### src/rtl/core/dtc_pkg.sv
// ----------------------------------------------------------------------------
// dtc_pkg: shared types and constants for the divider/timer counter
// Holds the request and result layouts, the operation codes and the
// register indexes used by the core, the top level and the checker.
// ----------------------------------------------------------------------------
package dtc_pkg;

  localparam int unsigned DIV_W    = 16;
  localparam int unsigned BYTE_W   = 8;
  localparam int unsigned CTRL_W   = 3;
  localparam int unsigned DLY_W    = 4;
  localparam int unsigned CFG_IDX_W = 1;
  localparam int unsigned CFG_DATA_W = 1;

  // Reload: overflow sets delay; midpoint (count zero) and end load modulo.
  localparam logic [DLY_W-1:0] DLY_START = 4'd8;
  localparam logic [DLY_W-1:0] DLY_MID   = 4'd4;

  // Frame-step divider taps.
  localparam int unsigned FRAME_BIT_NORMAL = 12;
  localparam int unsigned FRAME_BIT_DOUBLE = 13;

  // Packed widths on the stream ports (padded to whole bytes).
  localparam int unsigned IN_TDATA_W  = 16;
  localparam int unsigned OUT_TDATA_W = 24;

  typedef enum logic [1:0] {
    OP_TICK      = 2'd0,
    OP_WR_COUNT  = 2'd1,
    OP_WR_MODULO = 2'd2,
    OP_WR_CTRL   = 2'd3
  } op_t;

  typedef enum logic [CFG_IDX_W-1:0] {
    CFG_DOUBLE_SPEED = 1'd0,
    CFG_FRAME_ENABLE = 1'd1
  } cfg_idx_t;

  typedef struct packed {
    logic [BYTE_W-1:0] write_data;
    op_t               operation;
  } req_t;

  typedef struct packed {
    logic [BYTE_W-1:0] divider_high;
    logic              frame_step;
    logic              timer_irq;
    logic [BYTE_W-1:0] counter_out;
  } res_t;

  // Control bits 1:0 pick the divider tap, bit 2 gates it.
  function automatic logic timer_tap(input logic [CTRL_W-1:0] ctrl,
                                     input logic [DIV_W-1:0] div);
    logic b;
    case (ctrl[1:0])
      2'd0:    b = div[9];
      2'd1:    b = div[3];
      2'd2:    b = div[5];
      default: b = div[7];
    endcase
    return b & ctrl[2];
  endfunction

endpackage

### src/rtl/core/dtc_core.sv
// ----------------------------------------------------------------------------
// dtc_core: timer state and single-pass update logic
// Holds the divider, counter, modulo, control, reload delay and edge flags,
// and computes one result and the next state for each advancing request.
// ----------------------------------------------------------------------------
module dtc_core import dtc_pkg::*; (
  input  logic                  clk,
  input  logic                  rst_n,
  input  logic                  adv,
  input  req_t                  req,
  input  logic                  cfg_we,
  input  logic [CFG_IDX_W-1:0]  cfg_idx,
  input  logic [CFG_DATA_W-1:0] cfg_data,
  output res_t                  res
);

  logic [DIV_W-1:0]  div_r,  div_nxt;
  logic [BYTE_W-1:0] cnt_r,  cnt_nxt;
  logic [BYTE_W-1:0] mod_r,  mod_nxt;
  logic [CTRL_W-1:0] ctrl_r, ctrl_nxt;
  logic [DLY_W-1:0]  dly_r,  dly_nxt;
  logic              tedge_r, tedge_nxt;
  logic              fedge_r, fedge_nxt;
  logic              dspeed_r, fenable_r;

  logic [DIV_W-1:0]  div_inc;
  logic              tcur, fcur, inc, irq, fstep;
  logic [BYTE_W-1:0] cnt_inc;
  logic [DLY_W-1:0]  dly_ld, dly_dec;

  always_comb begin
    div_nxt   = div_r;
    cnt_nxt   = cnt_r;
    mod_nxt   = mod_r;
    ctrl_nxt  = ctrl_r;
    dly_nxt   = dly_r;
    tedge_nxt = tedge_r;
    fedge_nxt = fedge_r;
    irq       = 1'b0;
    fstep     = 1'b0;

    div_inc = div_r + 16'd1;
    tcur    = timer_tap(ctrl_r, div_inc);
    inc     = tedge_r & ~tcur;
    cnt_inc = inc ? cnt_r + 8'd1 : cnt_r;
    dly_ld  = (inc && cnt_r == 8'hFF) ? DLY_START : dly_r;
    dly_dec = dly_ld - 4'd1;
    fcur    = dspeed_r ? div_inc[FRAME_BIT_DOUBLE] : div_inc[FRAME_BIT_NORMAL];

    case (req.operation)
      OP_WR_COUNT:  cnt_nxt  = req.write_data;
      OP_WR_MODULO: mod_nxt  = req.write_data;
      OP_WR_CTRL:   ctrl_nxt = req.write_data[CTRL_W-1:0];
      OP_TICK: begin
        div_nxt   = div_inc;
        tedge_nxt = tcur;
        cnt_nxt   = cnt_inc;
        dly_nxt   = dly_ld;
        if (dly_ld != '0) begin
          dly_nxt = dly_dec;
          if (dly_dec == DLY_MID) begin
            // A nonzero counter at the midpoint cancels the whole reload.
            if (cnt_inc != '0) begin
              dly_nxt = '0;
            end else begin
              cnt_nxt = mod_r;
              irq     = 1'b1;
            end
          end else if (dly_dec == '0) begin
            cnt_nxt = mod_r;
          end
        end
        if (fenable_r) begin
          fstep     = fedge_r & ~fcur;
          fedge_nxt = fcur;
        end
      end
      default: ;
    endcase
  end

  assign res.counter_out  = cnt_nxt;
  assign res.timer_irq    = irq;
  assign res.frame_step   = fstep;
  assign res.divider_high = div_nxt[DIV_W-1 -: BYTE_W];

  always_ff @(posedge clk) begin
    if (!rst_n) begin
      div_r   <= '0;
      cnt_r   <= '0;
      mod_r   <= '0;
      ctrl_r  <= '0;
      dly_r   <= '0;
      tedge_r <= 1'b0;
      fedge_r <= 1'b0;
    end else if (adv) begin
      div_r   <= div_nxt;
      cnt_r   <= cnt_nxt;
      mod_r   <= mod_nxt;
      ctrl_r  <= ctrl_nxt;
      dly_r   <= dly_nxt;
      tedge_r <= tedge_nxt;
      fedge_r <= fedge_nxt;
    end
  end

  always_ff @(posedge clk) begin
    if (!rst_n) begin
      dspeed_r  <= 1'b0;
      fenable_r <= 1'b1;
    end else if (cfg_we) begin
      case (cfg_idx_t'(cfg_idx))
        CFG_DOUBLE_SPEED: dspeed_r  <= cfg_data[0];
        CFG_FRAME_ENABLE: fenable_r <= cfg_data[0];
        default: ;
      endcase
    end
  end

endmodule

### src/rtl/core/divider_timer_counter_unit.sv
// ----------------------------------------------------------------------------
// divider_timer_counter_unit: divider, timer counter and frame-step unit
// Takes tick and register-write requests, one per cycle while results flow, and
// returns one result per request with the counter, interrupt pulse and divider byte.
// ----------------------------------------------------------------------------
//
//  Channel   Direction  Handshake          Payload
//  in_*      slave      tvalid / tready    operation, write_data
//  out_*     master     tvalid / tready    counter, irq, frame step, divider
//  cfg_*     write      cfg_we             speed select, frame_enable
//
// A request is held in the input register and then moves to the result register,
// from which its result is offered, and the unit sustains one request per clock
// while the result side is not stalled. The core updates the
// timer state as a request moves across, so back-to-back requests see each other.
// Reset (synchronous, rst_n low) empties both registers and clears the state,
// with frame_enable set. A stalled result holds, the input fills, in_tready drops.
//
module divider_timer_counter_unit import dtc_pkg::*; (
  input  logic                   clk,
  input  logic                   rst_n,
  input  logic                   in_tvalid,
  output logic                   in_tready,
  // [1:0] operation, [9:2] write_data, [15:10] zero
  input  logic [IN_TDATA_W-1:0]  in_tdata,
  output logic                   out_tvalid,
  input  logic                   out_tready,
  // [7:0] counter_out, [8] timer_irq, [9] frame_step, [17:10] divider_high,
  // [23:18] zero
  output logic [OUT_TDATA_W-1:0] out_tdata,
  input  logic                   cfg_we,
  input  logic [CFG_IDX_W-1:0]   cfg_idx,
  input  logic [CFG_DATA_W-1:0]  cfg_wdata
);

  localparam int unsigned REQ_W = $bits(req_t);
  localparam int unsigned RES_W = $bits(res_t);

  logic in_valid_r;
  req_t in_req_r;
  logic out_valid_r;
  res_t out_res_r;
  res_t res;
  logic adv;

  // The input register moves on whenever the result register is free or is
  // being emptied this cycle.
  assign adv       = in_valid_r && (!out_valid_r || out_tready);
  assign in_tready = !in_valid_r || adv;

  always_ff @(posedge clk) begin
    if (!rst_n) begin
      in_valid_r <= 1'b0;
    end else if (in_tready) begin
      in_valid_r <= in_tvalid;
    end
  end

  always_ff @(posedge clk) begin
    if (in_tready && in_tvalid) begin
      in_req_r <= req_t'(in_tdata[REQ_W-1:0]);
    end
  end

  dtc_core u_core (
    .clk      (clk),
    .rst_n    (rst_n),
    .adv      (adv),
    .req      (in_req_r),
    .cfg_we   (cfg_we),
    .cfg_idx  (cfg_idx),
    .cfg_data (cfg_wdata),
    .res      (res)
  );

  always_ff @(posedge clk) begin
    if (!rst_n) begin
      out_valid_r <= 1'b0;
    end else if (!out_valid_r || out_tready) begin
      out_valid_r <= in_valid_r;
    end
  end

  always_ff @(posedge clk) begin
    if (adv) begin
      out_res_r <= res;
    end
  end

  assign out_tvalid = out_valid_r;
  assign out_tdata  = {{(OUT_TDATA_W-RES_W){1'b0}}, out_res_r};

endmodule

### config.mk
export PLATFORM = sky130hd
export DESIGN_NAME = divider_timer_counter_unit
export DESIGN_NICKNAME = d
export VERILOG_FILES = /design/src/rtl/core/dtc_pkg.sv /design/src/rtl/core/dtc_core.sv /design/src/rtl/core/divider_timer_counter_unit.sv
export SDC_FILE = /design/constraint.sdc
export NUM_CORES = 1
export LEC_CHECK = 0
export ABC_AREA = 0
export BUFFER_PORTS_ARGS = -buffer_cell sky130_fd_sc_hd__buf_2
export CAP_MARGIN = 20
export CORE_AREA = 2 2 68 119
export DETAILED_ROUTE_END_ITERATION = 7
export DIE_AREA = 0 0 70 121
export PLACE_DENSITY = 0.78
export SYNTH_ARGS = -nofsm -noshare
export SYNTH_HDL_FRONTEND = slang
export SYNTH_HIERARCHICAL = 1
export SYNTH_SLANG_ARGS = --single-unit
### constraint.sdc
create_clock -name clk -period 10.4 [get_ports clk]
set_input_delay 2.08 -clock clk [delete_from_list [all_inputs] [get_ports clk]]
set_output_delay 2.08 -clock clk [all_outputs]
set_load 0.02 [all_outputs]
* After elaboration in Yosys (flattened, before gate mapping)
Cells that the tools add are included.
W data, S select, Z words.
** Cells by class
- Add/subtract/negate cells :: 3
- Multiply operators :: 0
- Div/mod/pow operators :: 0
- Order comparisons :: 0
- Eq/ne operators :: 7
- Shift operators :: 0
- Muxes and demuxes :: 14
- Bitwise gates (word level) :: 6
- Reduce and logical (&&, ||, !) cells :: 20
** Operators with widths (number)
- $mux W8 :: 5
- $add A16 B1 Y16 const B :: 1
- $mux W16 :: 1
- $mux W4 :: 4
- $pmux W8 S2 :: 1
- $reduce_and A2 Y1 :: 6
- $add A8 B1 Y8 const B :: 1
- $eq A8 B8 Y1 const B :: 1
- $reduce_bool A8 Y1 :: 1
- $eq A2 B2 Y1 const B :: 3
- $reduce_and A3 Y1 :: 2
- $eq A2 B1 Y1 const B :: 2
- $eq A4 B3 Y1 const B :: 1
- $logic_not A2 Y1 :: 2
- $logic_not A4 Y1 :: 1
- $reduce_bool A4 Y1 :: 1
- $sub A4 B1 Y4 const B :: 1
- $and A1 B1 Y1 :: 3
- $logic_and A1 B1 Y1 :: 3
- $not A1 Y1 :: 3
- $pmux W1 S3 :: 1
- $logic_not A1 Y1 :: 2
- $logic_or A1 B1 Y1 :: 2
- $mux W1 :: 2
** Word-level totals
- Register bits after elaboration :: 73
- Latch bits :: 0
- RAM bits :: 0
- Memory bits (read-only) :: 0
- Input bits :: 23
- Output and inout port bits :: 26
- Logic and storage cells :: 68
- Memories :: 0

* Logic depth before layout (Yosys ltp)
Gate-level depths: netlist of run 1.
- Word-level depth :: 13
- Gate-level depth with buffers :: 15

* Modules after synthesis
The synthesis of run 1 kept the hierarchy.
** By module, submodules not included
- dtc_core :: times used 1, cells an instance 371, area each 2845.2 um^2
- divider_timer_counter_unit :: times used 1, cells an instance 44, area each 993.5 um^2

* Least setup slack after synthesis of run 1
No wires, ideal clock.
- Path kind :: input-to-output
- Start point :: input out_tready
- End point :: output in_tready
- Arrival :: 2251 ps
- Required time :: 8320 ps
- Slack :: 6069 ps
- Stages on the path :: 1
- Path buffers :: 0
- Cells stage by stage :: nand3b_4
** Between the ends
- Word-level cells in the longest chain between the ends :: 3
** RTL lines
- from (decl) :: line divider_timer_counter_unit.sv:27 : input logic out_tready,
- $logic_or A1 B1 Y1 :: line divider_timer_counter_unit.sv:48 : assign adv = in_valid_r && (!out_valid_r || out_tready);
- $logic_and A1 B1 Y1 :: line divider_timer_counter_unit.sv:48
- $logic_or A1 B1 Y1 :: line divider_timer_counter_unit.sv:49 : assign in_tready = !in_valid_r || adv;
- to (decl) :: line divider_timer_counter_unit.sv:23 : output logic in_tready,
No other way between the ends.

* Worst setup path after layout of run 1
Ends and elaborated chain as after synthesis.

==> results of run 1 <==
[cells by family after synthesis]
family                   synth area share
AO/OA/AOI/OAI                       0.146
XOR/XNOR                           0.0776
adder cells (fa/ha/maj)            0.0130
buffers and inverters              0.0469
flip-flops                          0.454
multiplexers                       0.0456
other                            0.000977
AND/OR/NAND/NOR                     0.216
[routing by layer]
metal,vias up,global-route usage,routed length [um]
met5,-,0,0
met4,0,0.138,330
met3,24,0.0465,300
met2,93,0.394,4730
met1,1491,0.196,3120
li1,1517,-,-
[registers in the layout, indices dropped and copies added (netlist names)]
name,cells
in_req_r,10
in_valid_r,1
out_tdata,18
out_tvalid,1
u_core/cnt_r,8
u_core/ctrl_r,3
u_core/div_r,16
u_core/dly_r,4
u_core/dspeed_r,1
u_core/fedge_r,1
u_core/fenable_r,1
u_core/mod_r,8
u_core/tedge_r,1
[Yosys cell counts (all sizes together), types with 2 or more instances]
cell type  count  area [um^2]
nor4           3         25.0
or3            5         46.3
edfxtp        28          841
xor2          23          201
a32oi          3         45.1
a311oi         2         23.8
buf            9         63.8
nand2         46          173
o221a          2         22.5
nand4         10         68.8
o22ai          2         12.5
a211oi         4         35.0
nor3          12         65.1
xnor2         11         96.3
nor2          51          194
mux2i         16          160
or2            2         12.5
and3           5         31.3
nand3         21          105
a22oi          3         22.5
o21ai         15         75.1
ha             4         50.1
a21boi         2         15.0
a21oi         16         80.1
a31oi         10         62.6
clkinv         2         7.51
nand2b         3         18.8
inv            9         33.8
o211a          2         20.0
o211ai         5         37.5
and2           3         18.8
dfxtp         45          901
clkbuf        20         75.1
nor2b          3         26.3
a21o           3         22.5
[power breakdown]
part	total, mW	internal (mW)	switching (mW)
logic	0.0560	0.0218	0.0342
clock network	0.323	0.208	0.114
registers	0.319	0.308	0.0110
total	0.698	0.538	0.159
[stage by stage]
stage | worst slack, ns | util | total power [mW]
final | 5.81 | 0.584 | 0.698
after CTS | 5.80 | 0.580 | 0.699
after global placement | 5.82 | 0.539 | 0.377
after floorplan | 6.07 | - | 0.364
after global routing | 5.79 | 0.584 | 0.720
after detailed placement | 5.80 | 0.539 | 0.379
[tightest hold or removal path: stages, from the launching register on]
cell	delay, ns
dfxtp_1	0.31
nand2_1	0.06
a21oi_1	0.06
[path summary, 6_finish.rpt]
kind / slack, ns / cells past startpoint / endpoint / start
max reg2reg: 6.32 / 14 / out_tdata[1] / u_core/div_r[3]
min reg2reg: 0.47 / 2 / u_core/fedge_r / u_core/fedge_r
max: 5.81 / 3 / in_tready / out_tready
min: 0.47 / 2 / u_core/fedge_r / u_core/fedge_r
[cells in the final DEF (no fill, tap or decap), drive strengths merged, types with 3 or more instances in the layout]
master  count
a22oi       3
ha          4
and3        5
clkbuf     10
nor3       12
conb        6
xnor2      11
a21oi      16
and2        3
mux2i      16
o21ai      15
nand3      21
nand4      10
nor4        3
o211ai      5
nand2      46
edfxtp     28
a32oi       3
xor2       23
a31oi      10
a21o        3
buf        38
dfxtp      45
nand2b      3
nor2b       3
or3         5
a211oi      4
inv         9
nor2       51
clkinv      5
[cell type report]
class                   count  area, um^2  share of cell area
repair buffers             38         215              0.0494
multi-input cells         307        1940               0.445
flip-flops and latches     73        1740               0.400
inverters                  11        41.3             0.00947
clock buffers              10         229              0.0525
well taps                  88         110              0.0253
clock inverters             6        82.6              0.0189
==> run_summary.xml, run 1 <==
<?xml version="1.0" encoding="UTF-8"?>
<metrics>
  <group name="global_routing">
    <metric name="grt_antenna_before_repair" unit="">0</metric>
    <metric name="global_route.usage.total" unit="">0.209</metric>
    <metric name="overflow" unit="">0</metric>
    <metric name="grt_first_pass_wirelength" unit="um">13800</metric>
    <metric name="first_global_vias" unit="">3044</metric>
    <metric name="pin_count_of_the_biggest_net_entering_global_routing" unit="">44</metric>
  </group>
  <group name="setup_path">
    <metric name="cp_data_required_time" unit="ns">8.32</metric>
    <metric name="cp.arrival" unit="ns">2.51</metric>
    <metric name="timing_worst_setup_path_type" unit="">in -&gt; out</metric>
    <metric name="path_max_fanout" unit="">2</metric>
    <metric name="crit_path_end_kind" unit="">output pin</metric>
    <metric name="crit_path_top_delay_cell" unit="">buf_2</metric>
    <metric name="timing.critical_path.mode_cell" unit="">buf_2</metric>
    <metric name="critPathTopFamily" unit="">buffers and inverters</metric>
    <metric name="critical_path.max_stage_delay" unit="ns">0.16</metric>
    <metric name="timing.critical_path.cells" unit="">buf_2 &gt; nand3b_4 &gt; buf_2</metric>
    <metric name="timing.critical_path.from_type" unit="">input pin</metric>
    <metric name="worst-path-buf-inv" unit="">2</metric>
  </group>
  <group name="floorplanning">
    <metric name="row_count" unit="">42</metric>
    <metric name="design.die.area" unit="um^2">8470</metric>
    <metric name="core-area" unit="um^2">7460</metric>
    <metric name="die-height" unit="um">121</metric>
    <metric name="dieWidth" unit="um">70</metric>
    <metric name="initial_utilization" unit="">0.514</metric>
    <metric name="ioPinCount" unit="">49</metric>
  </group>
  <group name="pwr">
    <metric name="leakage_power" unit="nW">1.73</metric>
    <metric name="power-per-cell-area" unit="nW/um^2">160</metric>
    <metric name="vdd_ir_drop_max" unit="mV">0.0843</metric>
  </group>
  <group name="cts">
    <metric name="clock_tree_from_tritoncts" unit="">yes</metric>
    <metric name="clock_insertion_delay_worst_skew" unit="ns">0.34</metric>
    <metric name="cts_post_setup_buffers_inserted" unit="">0</metric>
    <metric name="clk_root_buffer_cell" unit="">clkbuf_16</metric>
    <metric name="clock_tree.htree_level_count" unit="">3</metric>
    <metric name="cts.hold.buffers_added" unit="">0</metric>
    <metric name="tritoncts_num_sinks" unit="">73</metric>
    <metric name="cts_resized" unit="">0</metric>
    <metric name="path_clk_slew" unit="ns">0.05</metric>
    <metric name="cts_made_buffers" unit="">9</metric>
    <metric name="max_clock_buf_depth" unit="">2</metric>
  </group>
  <group name="layout">
    <metric name="fillers" unit="">635</metric>
    <metric name="final_nets" unit="">467</metric>
    <metric name="stdcell_count" unit="">533</metric>
    <metric name="num_antenna_cells" unit="">0</metric>
    <metric name="post_route_cells_drive_above_1_share" unit="">0.157</metric>
    <metric name="area_growth" unit="%">13.5</metric>
    <metric name="layout.cell_area.non_filler" unit="um^2">4360</metric>
  </group>
  <group name="sta">
    <metric name="setup_repair_after_global_routing_missed_its_margin" unit="">no</metric>
    <metric name="worstMarginPinSlew" unit="ns">0.932</metric>
    <metric name="report.final.setup_viol" unit="">0</metric>
    <metric name="fin_worst_skew" unit="ns">0.00646</metric>
    <metric name="post-route-period-util" unit="">0.442</metric>
    <metric name="final-max-slew-violation-count" unit="">0</metric>
    <metric name="hold_ws" unit="ns">0.474</metric>
    <metric name="fin_tns_setup" unit="ns">0</metric>
    <metric name="final.min_clock_period" unit="ns">4.59</metric>
    <metric name="slew_headroom" unit="">0.379</metric>
    <metric name="fmax" unit="MHz">218</metric>
    <metric name="final-hold-violation-count" unit="">0</metric>
  </group>
  <group name="placed_design">
    <metric name="routabilityCongestion" unit="">0.939</metric>
    <metric name="port_buffer_count" unit="">36</metric>
    <metric name="placement.cell_area" unit="um^2">4020</metric>
    <metric name="detailed_place_hpwl" unit="um">6160</metric>
    <metric name="dp_cells" unit="">516</metric>
  </group>
  <group name="logic_synthesis">
    <metric name="postSynthRegisterBits" unit="">73</metric>
    <metric name="avgSynthCellArea" unit="um^2">9.25</metric>
    <metric name="async_flop_share" unit="">0</metric>
    <metric name="synth_sequential_area_ratio" unit="">0.454</metric>
    <metric name="synth-warning-count" unit="">6</metric>
    <metric name="synthesis.instances" unit="">415</metric>
    <metric name="mappedNetlistArea" unit="um^2">3840</metric>
    <metric name="synth_flop_cell" unit="">dfxtp_1</metric>
    <metric name="synth_enable_flop_cells" unit="">28</metric>
    <metric name="synth_cell_types" unit="">64</metric>
  </group>
  <group name="route">
    <metric name="routed_wire_length_per_instance" unit="um">15.9</metric>
    <metric name="initialDrtViolationCount" unit="">222</metric>
    <metric name="route.detailed.drc" unit="">0</metric>
    <metric name="route.detailed.vias_per_inst" unit="">5.86</metric>
    <metric name="dr_total_vias" unit="">3125</metric>
    <metric name="drt_wl_total" unit="um">8480</metric>
    <metric name="drt-pass1-iter-count" unit="">5</metric>
    <metric name="ant_nets" unit="">0</metric>
  </group>
  <group name="worst_hold_path">
    <metric name="min-delay-path-class" unit="">reg -&gt; reg</metric>
  </group>
  <group name="outcome">
    <metric name="outcome" unit="">finished, final reports clean</metric>
  </group>
  <group name="flow_run">
    <metric name="drv_cap" unit="">0</metric>
  </group>
</metrics>
(Power assumes the default switching activity.)
==> run 2: changes to the inputs <==
Settings changed: ABC_AREA 0 to 1, PLACE_DENSITY 0.78 to 0.8.
Clock period 10.4 ns to 3.9 ns, I/O delays scaled along.
==> run_summary.xml, run 2 <==
<?xml version="1.0" encoding="UTF-8"?>
<metrics>
  <group name="logic_synthesis">
    <metric name="synth_flop_cell" unit="">dfxtp_1</metric>
    <metric name="synthTopCellsByArea" unit="">dfxtp_1 24%, edfxtp_1 22%, nand2_1 9.1%</metric>
    <metric name="synth_cell_types" unit="">41</metric>
    <metric name="async_flop_share" unit="">0</metric>
    <metric name="synth_enable_flop_cells" unit="">28</metric>
    <metric name="synthesis.instances" unit="">490</metric>
    <metric name="mappedNetlistArea" unit="um^2">3830</metric>
    <metric name="synth_top_cell_by_area" unit="">dfxtp_1</metric>
    <metric name="postSynthRegisterBits" unit="">73</metric>
    <metric name="synth_commonest_cells" unit="">93 x nand2_1, 79 x inv_1, 45 x dfxtp_1, 44 x nand3_1, 41 x o21ai_0</metric>
    <metric name="post-synth-top-count-cell" unit="">nand2_1</metric>
    <metric name="yosys.area.top_type_share" unit="">0.235</metric>
    <metric name="synth-warning-count" unit="">6</metric>
    <metric name="avgSynthCellArea" unit="um^2">7.82</metric>
    <metric name="synth_sequential_area_ratio" unit="">0.455</metric>
  </group>
  <group name="setup_path">
    <metric name="path_max_fanout" unit="">10</metric>
    <metric name="cp_data_required_time" unit="ns">3.99</metric>
    <metric name="timing.critical_path.cells" unit="">nand3_2 &gt; o21ai_0 &gt; nand3_1 &gt; nand3_2 &gt; nand2_4 &gt; nand2_8 &gt; nand3_4 &gt; nand2_1 &gt; ha_1 &gt; nand4_1 &gt; nand2_1 &gt; inv_1 &gt; nand2_2 &gt; inv_4 &gt; nand3_1 &gt; nand2_1 &gt; nand2_1 &gt; nand2_1</metric>
    <metric name="worst-path-buf-inv" unit="">2</metric>
    <metric name="rr_endpoint" unit="">out_tdata[1]</metric>
    <metric name="reg2reg_depth" unit="">18</metric>
    <metric name="timing_worst_setup_path_type" unit="">reg -&gt; reg</metric>
    <metric name="crit_path_top_delay_cell" unit="">dfxtp_1</metric>
    <metric name="crit_path_end_kind" unit="">register</metric>
    <metric name="critPathTopFamily" unit="">simple AND/OR/NAND/NOR gates</metric>
    <metric name="timing.critical_path.mode_cell" unit="">nand2_1</metric>
    <metric name="timing.rr.start" unit="">u_core/div_r[2]</metric>
    <metric name="cp.arrival" unit="ns">2.80</metric>
    <metric name="rrSetupSlack" unit="ns">1.19</metric>
    <metric name="timing.critical_path.from_type" unit="">register</metric>
    <metric name="critical_path.max_stage_delay" unit="ns">0.38</metric>
  </group>
  <group name="route">
    <metric name="initialDrtViolationCount" unit="">245</metric>
    <metric name="ant_nets" unit="">0</metric>
    <metric name="routed_wire_length_per_instance" unit="um">12.8</metric>
    <metric name="route.detailed.vias_per_inst" unit="">5.27</metric>
    <metric name="drt-pass1-iter-count" unit="">6</metric>
    <metric name="route.detailed.drc" unit="">0</metric>
    <metric name="drt_wl_total" unit="um">7950</metric>
    <metric name="dr_total_vias" unit="">3262</metric>
  </group>
  <group name="sta">
    <metric name="report.final.setup_viol" unit="">0</metric>
    <metric name="post-route-period-util" unit="">0.695</metric>
    <metric name="fin_tns_setup" unit="ns">0</metric>
    <metric name="setup_repair_after_global_routing_missed_its_margin" unit="">no</metric>
    <metric name="final-max-slew-violation-count" unit="">0</metric>
    <metric name="slew_headroom" unit="">0.571</metric>
    <metric name="final.min_clock_period" unit="ns">2.71</metric>
    <metric name="fmax" unit="MHz">369</metric>
    <metric name="fin_worst_skew" unit="ns">0.00587</metric>
    <metric name="worst_slack" unit="ns">1.19</metric>
    <metric name="final-hold-violation-count" unit="">0</metric>
    <metric name="hold_ws" unit="ns">0.482</metric>
    <metric name="worstMarginPinSlew" unit="ns">0.639</metric>
  </group>
  <group name="floorplanning">
    <metric name="ioPinCount" unit="">49</metric>
    <metric name="die-height" unit="um">121</metric>
    <metric name="design.die.area" unit="um^2">8470</metric>
    <metric name="core-area" unit="um^2">7460</metric>
    <metric name="initial_utilization" unit="">0.513</metric>
    <metric name="dieWidth" unit="um">70</metric>
    <metric name="row_count" unit="">42</metric>
  </group>
  <group name="pwr">
    <metric name="leakage_power" unit="nW">2.03</metric>
    <metric name="netSwitchingFraction" unit="">0.251</metric>
    <metric name="sequentialPowerShare" unit="">0.481</metric>
    <metric name="share_clk_of_total_power" unit="">0.414</metric>
    <metric name="cellInternalPower" unit="mW">1.34</metric>
    <metric name="power-per-cell-area" unit="nW/um^2">413</metric>
    <metric name="vdd_ir_drop_max" unit="mV">0.327</metric>
    <metric name="total_power" unit="mW">1.79</metric>
    <metric name="p_sw" unit="mW">0.447</metric>
    <metric name="portion_of_total_power_attributed_to_combinational_logic" unit="">0.105</metric>
  </group>
  <group name="layout">
    <metric name="final_nets" unit="">553</metric>
    <metric name="num_antenna_cells" unit="">0</metric>
    <metric name="mostFrequentLayoutCell" unit="">nand2_1</metric>
    <metric name="area_growth" unit="%">13.0</metric>
    <metric name="final_cell_mix" unit="">93 x nand2_1, 79 x inv_1, 45 x dfxtp_1, 44 x nand3_1, 41 x o21ai_0</metric>
    <metric name="largest_register_ff_count" unit="">18</metric>
    <metric name="post_route_cells_drive_above_1_share" unit="">0.162</metric>
  </group>
  <group name="placed_design">
    <metric name="routabilityCongestion" unit="">0.922</metric>
    <metric name="port_buffer_count" unit="">36</metric>
    <metric name="detailed_place_hpwl" unit="um">5740</metric>
    <metric name="dp_slack" unit="ns">1.15</metric>
  </group>
  <group name="cts">
    <metric name="clk_root_buffer_cell" unit="">clkbuf_16</metric>
    <metric name="max_clock_buf_depth" unit="">2</metric>
    <metric name="clock_tree_from_tritoncts" unit="">yes</metric>
    <metric name="cts_resized" unit="">0</metric>
    <metric name="path_clk_slew" unit="ns">0.05</metric>
    <metric name="tritoncts_num_sinks" unit="">73</metric>
    <metric name="cts_post_setup_buffers_inserted" unit="">0</metric>
    <metric name="clock_insertion_delay_worst_skew" unit="ns">0.34</metric>
    <metric name="clock_tree.htree_level_count" unit="">3</metric>
    <metric name="cts_made_buffers" unit="">9</metric>
    <metric name="cts.hold.buffers_added" unit="">0</metric>
  </group>
  <group name="global_routing">
    <metric name="pin_count_of_the_biggest_net_entering_global_routing" unit="">35</metric>
    <metric name="global_route.usage.total" unit="">0.199</metric>
    <metric name="first_global_vias" unit="">3131</metric>
    <metric name="overflow" unit="">0</metric>
    <metric name="grt_first_pass_wirelength" unit="um">13300</metric>
    <metric name="grt_antenna_before_repair" unit="">0</metric>
  </group>
  <group name="worst_hold_path">
    <metric name="hp-start" unit="">u_core/dly_r[3]</metric>
    <metric name="min-delay-path-class" unit="">reg -&gt; reg</metric>
    <metric name="hold-path-endpoint" unit="">u_core/dly_r[3]</metric>
    <metric name="worstHoldPathCells" unit="">2</metric>
  </group>
  <group name="outcome">
    <metric name="outcome" unit="">finished, final reports clean</metric>
  </group>
  <group name="flow_run">
    <metric name="drv_cap" unit="">0</metric>
  </group>
</metrics>
run 2: cell types whose count changed after synthesis, sizes merged, moves of 14 or more:
cell / change
inv: +72
nand2: +66
nand3: +28
o21ai: +27
nor2: -17
a21oi: +15
mux2i: -15
clkbuf: -14
run 2: through the flow:
stage / util / instance area, um^2 / cells
detailed placement: 0.544 / 4060 / 603
floorplan: - / 3850 / 495
global placement: 0.544 / 4060 / 603
finish: 0.580 / 4330 / 619
global route: 0.580 / 4330 / 619
CTS: 0.580 / 4330 / 619
run 2: worst min-delay path, delay by kind of cell, from the launching register on:
family           cells  cell delay, ns
AO/OA/AOI/OAI        1            0.05
flip-flops           1            0.32
AND/OR/NAND/NOR      1            0.06
run 2: layout make-up:
type / instances / area, um^2
clock buffer: 13 / 250
clock inverter: 3 / 16.3
fill: 686 / 3130
inverter: 83 / 314
multi-input combinational: 320 / 1690
sequential: 73 / 1740
tap: 88 / 110
timing repair buffer: 39 / 203
run 2: how the worst max path moves through the flow:
stage / from / to / cells past startpoint
2_1_floorplan: out_tready / u_core/div_r[5] / 9
3_3_place_gp: out_tready / u_core/div_r[12] / 10
3_5_place_dp: out_tready / u_core/div_r[0] / 9
4_1_cts: u_core/div_r[2] / out_tdata[1] / 18
5_1_grt: u_core/div_r[2] / u_core/cnt_r[3] / 21
6_report: u_core/div_r[2] / out_tdata[1] / 18
run 2: routing by layer:
metal | GRT usage | up-vias | part of all wire
met5 | 0 | - | 0
met2 | 0.375 | 87 | 0.55
met3 | 0.0399 | 18 | 0.046
met1 | 0.200 | 1509 | 0.38
li1 | - | 1648 | -
met4 | 0.107 | 0 | 0.024
run 2: cells by family (layout without fill, tap and decap cells):
kind of cell             count (synthesis)  count (layout)  share of synthesized area
AO/OA/AOI/OAI                           80              80                      0.111
XOR/XNOR                                12              12                     0.0294
adder cells (fa/ha/maj)                  4               4                     0.0131
buffers and inverters                  102             138                      0.111
flip-flops                              73              73                      0.455
multiplexers                             1               1                    0.00261
other                                    1               6                   0.000979
AND/OR/NAND/NOR                        217             217                      0.277
run 2: power by group through the flow:
stage	sequential [mW]	clock (mW)	combinational (mW)
after floorplan	0.879	0	0.133
after global placement	0.872	0	0.180
after detailed placement	0.874	0	0.186
after CTS	0.858	0.754	0.188
after global routing	0.862	0.789	0.210
final	0.859	0.739	0.188
